<file path="src/assert_macros.svh">
// Assertion helpers shared by the RTL files.
// Each macro takes a label, the clock, the active-low reset, the property
// (an expression that must never hold, for RY_NEVER) and the message.
`ifndef ASSERT_MACROS_SVH
`define ASSERT_MACROS_SVH

`ifndef SYNTHESIS
`define RY_ASSERT(label, clk, rst_n, prop, msg) \
    label: assert property (@(posedge clk) disable iff (!rst_n) prop) else $error(msg);
`define RY_NEVER(label, clk, rst_n, expr, msg) \
    label: assert property (@(posedge clk) disable iff (!rst_n) !(expr)) else $error(msg);
`else
`define RY_ASSERT(label, clk, rst_n, prop, msg)
`define RY_NEVER(label, clk, rst_n, expr, msg)
`endif

`endif

</file>
<file path="src/ryuv_pkg.sv">
`timescale 1ns / 1ps
`default_nettype none

package ryuv_pkg;

    // Frame limits and line store geometry
    localparam int MAX_WIDTH   = 4096;
    localparam int MAX_HEIGHT  = 4096;
    localparam int LINE_DEPTH  = MAX_WIDTH / 2;
    localparam int LINE_AW     = $clog2(LINE_DEPTH);
    localparam int DIM_W       = 13;
    localparam int POS_W       = 12;
    localparam int IDX_W       = 24;
    localparam int PAIR_W      = 27;

    localparam logic [DIM_W-1:0] WIDTH_RESET  = 13'd640;
    localparam logic [DIM_W-1:0] HEIGHT_RESET = 13'd480;

    // Register map
    localparam logic REG_FRAME_WIDTH  = 1'b0;
    localparam logic REG_FRAME_HEIGHT = 1'b1;

    // Output plane codes
    typedef enum logic [1:0] {
        PLANE_Y  = 2'd0,
        PLANE_CB = 2'd1,
        PLANE_CR = 2'd2
    } t_plane;

    // Everything one pixel produces, handed to the output sequencer
    typedef struct packed {
        logic [7:0]       luma;
        logic [IDX_W-1:0] luma_index;
        logic [7:0]       cb;
        logic [7:0]       cr;
        logic [IDX_W-1:0] chroma_index;
        logic             has_chroma;
    } t_result_set;

    // Limit a frame dimension to 2..hi
    function automatic logic [DIM_W-1:0] f_clamp_dim(input logic [DIM_W-1:0] v,
                                                    input logic [DIM_W-1:0] hi);
        logic [DIM_W-1:0] res;
        if (v < 13'd2) begin
            res = 13'd2;
        end else if (v > hi) begin
            res = hi;
        end else begin
            res = v;
        end
        return res;
    endfunction

    // Y = ((128 + 66R + 129G + 25B) >> 8) + 16
    function automatic logic [7:0] f_luma(input logic [7:0] r, input logic [7:0] g,
                                          input logic [7:0] b);
        logic [15:0] s;
        s = 16'd128 + 16'd66 * {8'd0, r} + 16'd129 * {8'd0, g} + 16'd25 * {8'd0, b};
        return s[15:8] + 8'd16;
    endfunction

    // Cb with a 32768 bias plus 128 for rounding so the sum never goes negative
    function automatic logic [7:0] f_cb(input logic [7:0] r, input logic [7:0] g,
                                        input logic [7:0] b);
        logic [15:0] s;
        s = 16'd32896 + 16'd112 * {8'd0, b} - 16'd38 * {8'd0, r} - 16'd74 * {8'd0, g};
        return s[15:8];
    endfunction

    // Cr, same bias
    function automatic logic [7:0] f_cr(input logic [7:0] r, input logic [7:0] g,
                                        input logic [7:0] b);
        logic [15:0] s;
        s = 16'd32896 + 16'd112 * {8'd0, r} - 16'd94 * {8'd0, g} - 16'd18 * {8'd0, b};
        return s[15:8];
    endfunction

endpackage

`default_nettype wire

</file>
<file path="src/ryuv_emit.sv">
`timescale 1ns / 1ps
`default_nettype none
`include "assert_macros.svh"

// Output sequencer: plays out Y, then Cb and Cr when the pixel closes a block
module ryuv_emit import ryuv_pkg::*; (
    input  wire logic        i_clk,
    input  wire logic        i_rst_n,
    input  wire logic        i_load,
    input  wire t_result_set i_set,
    output logic             o_free,
    output logic             m_axis_tvalid,
    input  wire logic        m_axis_tready,
    output logic [31:0]      m_axis_tdata,   // sample[7:0], sample_index[31:8]
    output logic [1:0]       m_axis_tuser,   // plane[1:0]
    output logic             m_axis_tlast
);

    logic        r_valid, n_valid;
    t_plane      r_sel, n_sel;
    t_result_set r_set;
    logic        fire;
    logic        is_last;
    logic        take;

    assign is_last = !r_set.has_chroma || (r_sel == PLANE_CR);
    assign fire    = r_valid && m_axis_tready;
    assign o_free  = !r_valid || (fire && is_last);
    assign take    = i_load && o_free;

    // Next state
    always_comb begin
        n_valid = r_valid;
        n_sel   = r_sel;
        priority if (take) begin
            n_valid = 1'b1;
            n_sel   = PLANE_Y;
        end else if (fire) begin
            if (is_last) begin
                n_valid = 1'b0;
            end else begin
                unique case (r_sel)
                    PLANE_Y:  n_sel = PLANE_CB;
                    PLANE_CB: n_sel = PLANE_CR;
                    default:  n_sel = PLANE_Y;
                endcase
            end
        end else begin
            // hold
            n_valid = r_valid;
            n_sel   = r_sel;
        end
    end

    always_ff @(posedge i_clk) begin
        if (!i_rst_n) begin
            r_valid <= 1'b0;
            r_sel   <= PLANE_Y;
        end else begin
            r_valid <= n_valid;
            r_sel   <= n_sel;
        end
    end

    // Held result set
    always_ff @(posedge i_clk) begin
        if (take) begin
            r_set <= i_set;
        end
    end

    // Outputs
    always_comb begin
        m_axis_tvalid = r_valid;
        m_axis_tuser  = r_sel;
        m_axis_tlast  = is_last;
        unique case (r_sel)
            PLANE_Y:  m_axis_tdata = {r_set.luma_index, r_set.luma};
            PLANE_CB: m_axis_tdata = {r_set.chroma_index, r_set.cb};
            PLANE_CR: m_axis_tdata = {r_set.chroma_index, r_set.cr};
            default:  m_axis_tdata = {r_set.luma_index, r_set.luma};
        endcase
    end

    `RY_ASSERT(a_chroma_sel_needs_set, i_clk, i_rst_n, r_valid && (r_sel != PLANE_Y) |-> r_set.has_chroma, "chroma plane selected for a luma-only pixel")
    `RY_ASSERT(a_take_starts_luma, i_clk, i_rst_n, take |=> r_valid && (r_sel == PLANE_Y), "new result set does not start with luma")
    `RY_ASSERT(a_mid_set_advances, i_clk, i_rst_n, fire && !is_last |=> r_valid && (r_sel != PLANE_Y), "result set cut short")

endmodule

`default_nettype wire

</file>
<file path="config.mk">
export PLATFORM = sky130hd
export DESIGN_NAME = ryuv_emit
export DESIGN_NICKNAME = d
export VERILOG_FILES = /design/src/ryuv_pkg.sv /design/src/ryuv_emit.sv
export VERILOG_INCLUDE_DIRS = /design/src /design/src/src
export SDC_FILE = /design/constraint.sdc
export NUM_CORES = 1
export LEC_CHECK = 0
export ABC_AREA = 1
export BUFFER_PORTS_ARGS = -buffer_cell sky130_fd_sc_hd__buf_2
export CORE_ASPECT_RATIO = 1.5
export CORE_MARGIN = 1
export CORE_UTILIZATION = 44
export DETAILED_ROUTE_END_ITERATION = 8
export HOLD_SLACK_MARGIN = 0.1
export PLACE_DENSITY = 0.85
export SYNTH_ARGS = -nofsm -noshare
export SYNTH_HDL_FRONTEND = slang
export SYNTH_SLANG_ARGS = --single-unit
export TNS_END_PERCENT = 5
</file>
<file path="constraint.sdc">
create_clock -name i_clk -period 2.82 [get_ports i_clk]
set_input_delay 0.423 -clock i_clk [delete_from_list [all_inputs] [get_ports i_clk]]
set_output_delay 0.423 -clock i_clk [all_outputs]
set_load 0.02 [all_outputs]
</file>
==> summary.txt <==
Synth
  • Area contributors post-synth: edfxtp_1, nand3_2, nand2_1, nand2_2, a21oi_1
  • Yosys reg bits: 76
  • Synthesized area per cell: 13.78 um^2
  • Yosys warns: 0
  • Register area share after synthesis: between 70% and 80%
  • Most frequent cells after synthesis: edfxtp_1, nand2_1, nand2_2, nand3_2, a21oi_1
  • Top-area cell type share of the netlist area: 70.08%
  • Number of enable flip-flop cells after synthesis: 73
  • Synthesized net count: a little over 300
  • FFs w/ async S/R, synth: 0%
  • Synth Instances: 227
  • Synthesized area: between 0.003 and 0.004 mm^2
  • Top-count cell post-synth: edfxtp_1
  • Synth area leader: edfxtp_1
  • Synth Flop Type: edfxtp_1
  • Synth unique cells: 16

Final layout
  • Layout cells sized above 1: between 50% and 60%
  • Fill count: between 500 and 600
  • Area Growth Syn to Fin: 26.48%
  • Nets: between 400 and 500
  • Multi-input gate area: roughly 720 um^2
  • Storage element area: 0.002252 mm^2
  • Post-layout util: around 58%
  • N_diodes: 0
  • Layout Cells excl Fill: ~430

Floorplanning
  • Rows: 37
  • Die height: 105.3 um
  • Initial Util: between 40% and 50%
  • Core Region: roughly 0.0069 mm^2
  • I/O pin count: ~110
  • DIE AREA: between 0.007 and 0.008 mm^2
  • Die width: slightly above 70 um

Timing
  • Tcrit/Tclk final: about 87%
  • WHS: ~0.25 ns
  • Setup Viol. Count Final: 0
  • Tmin final: roughly 2.5 ns
  • Unrepaired setup endpoints after global routing: false
  • Fmax: 407.1 MHz
  • Final Hold Viols: 0
  • Worst Tran Pin Value: approximately 0.37 ns
  • TNS Setup: 0 ns
  • Slew Limit Fails: 0
  • Rel. slew slack: approximately three quarters
  • Setup Skew: 0.002768 ns

Routing
  • Post-DRT Antenna Nets: 0
  • DRC: 0
  • DR WL/cell: 14.08 um
  • Iter 0 DRT Violations: 110
  • Total wire length: between 6000 and 7000 um
  • Via count: ~2,100
  • Pre-antenna DRT Iters: 6
  • Routed vias/inst: 4.886

Worst hold path
  • Hold EP: r_set[70]
  • Hold Startpoint: i_set[70]
  • Hold Path Depth: 1
  • Min-delay worst type: input port to register

Worst setup path
  • R2R cell count: 7
  • CP Launch Type: register
  • CP Capture Type: output pin
  • R2R Path End: r_set[23]
  • CP Max Fanout: 24
  • Crit path DAT: 2.03 ns
  • Max incr delay on CP: ~0.38 ns
  • CP top delay family: buffers and inverters
  • Crit path buffers/inverters: 3
  • Levels on crit path: 7
  • Critical path class: register to output pin
  • Worst path cell trace: inv_1, ha_1, or2_1, buf_4, nand3_1, nand2_1, buf_2
  • Worst flop-to-flop path startpoint: m_axis_tuser[0]
  • CP max-delay cell: ha_1
  • R2R setup slack: roughly 0.80 ns
  • CP required: about 2.4 ns

Global routing
  • GRT Resource Usage Total: between 15 and 20%
  • Initial antenna violation count: 1
  • First-pass GRT wire length: between 9000 and 10,000 um
  • Global route overflow: 0
  • Vias in the first global route: roughly 2,000
  • Largest net degree at the start of global routing: 74

CTS
  • Clk_lat worst skew: between 0.3 and 0.4 ns
  • H-tree levels: 3
  • Post-CTS Setup Inserts: 0
  • TritonCTS Sinks: 76
  • CTS Buf Count: 9
  • CTS root buf: clkbuf_8
  • Post-CTS Hold Fix Bufs: 0
  • CTS tree: done
  • Clock buffer depth: 2
  • Clock slew at reported path FFs: ~0.070 ns
  • Post_cts resized: 0

Placed design
  • Routability Congestion: 0.7620
  • Hpwl dp: 4358 um
  • Placed cells: approximately 410
  • IO buf count: between 100 and 150

Status
  • Status: finished clean

Power
  • Worst VDD drop: 0.3676 mV
  • P_leak: 1.674 nW
  • Pwr Total: between 2 and 2.5 mW
  • Power Dens Cells: ~620 mW/mm^2

Job
  • Max Cap Viol: 0
## state kept, by name, summed over array words and instances (netlist names)
register and count:
r_set 73, m_axis_tuser 2, m_axis_tvalid 1
## how the worst max path moves through the flow
| stage | startpoint | to | slack (ns) |
|---|---|---|---|
| after floorplan | m_axis_tuser[0] | r_set[0] | 0.16 |
| after global placement | m_axis_tuser[0] | m_axis_tdata[31] | 0.81 |
| after detailed placement | m_axis_tuser[0] | m_axis_tdata[27] | 0.73 |
| after CTS | m_axis_tuser[0] | m_axis_tdata[27] | 0.34 |
| after global routing | m_axis_tuser[0] | m_axis_tdata[30] | 0.22 |
| final | m_axis_tuser[0] | m_axis_tdata[27] | 0.36 |
## per-layer routing
metal	wire length, um	global-route usage [%]
met3	301	5.354
met5	10	0
met2	3405	30.43
met1	2103	16.09
met4	206	10.29
## placed cells by master (no fill, tap or decap), types with 4 or more instances in the layout
| cell | n |
|---|---|
| nand3_1 | 8 |
| nand2_1 | 45 |
| clkbuf_8 | 9 |
| inv_1 | 12 |
| buf_2 | 113 |
| ha_1 | 4 |
| nand3_2 | 20 |
| buf_4 | 5 |
| nor2_1 | 11 |
| edfxtp_1 | 73 |
| a21oi_1 | 16 |
| nand2_2 | 20 |
## area by class of cell
cell class,count,area share (%)
sequential,76,56.93
multi-input combinational,126,18.12
timing repair buffer,119,15.75
clock buffer,9,3.131
tap,78,2.467
clock inverter,7,2.277
inverter,13,1.328
## report_power, final
group / total (mW) / internal (mW) / switching [mW]
Sequential: 1.35 / 1.32 / 0.0231
Clock: 0.872 / 0.494 / 0.377
Combinational: 0.250 / 0.0949 / 0.156
Total: 2.47 / 1.91 / 0.556
## through the flow
step	setup WS, ns	area [um^2]
CTS	0.3404	3956
detailed placement	0.7316	3742
global route	0.2244	3956
finish	0.3638	3956
floorplan	0.1555	3132
global placement	0.8067	3742
## cells by family after synthesis
| group | Yosys count | share of synthesized area [%] |
|---|---|---|
| and+or+nand+nor | 105 | 18.60 |
| AOI/OAI and AO/OA | 17 | 2.720 |
| buffers and inverters | 25 | 5.080 |
| adders and majority gates | 4 | 1.600 |
| DFF | 76 | 72.00 |
(Power assumes the default switching activity.)
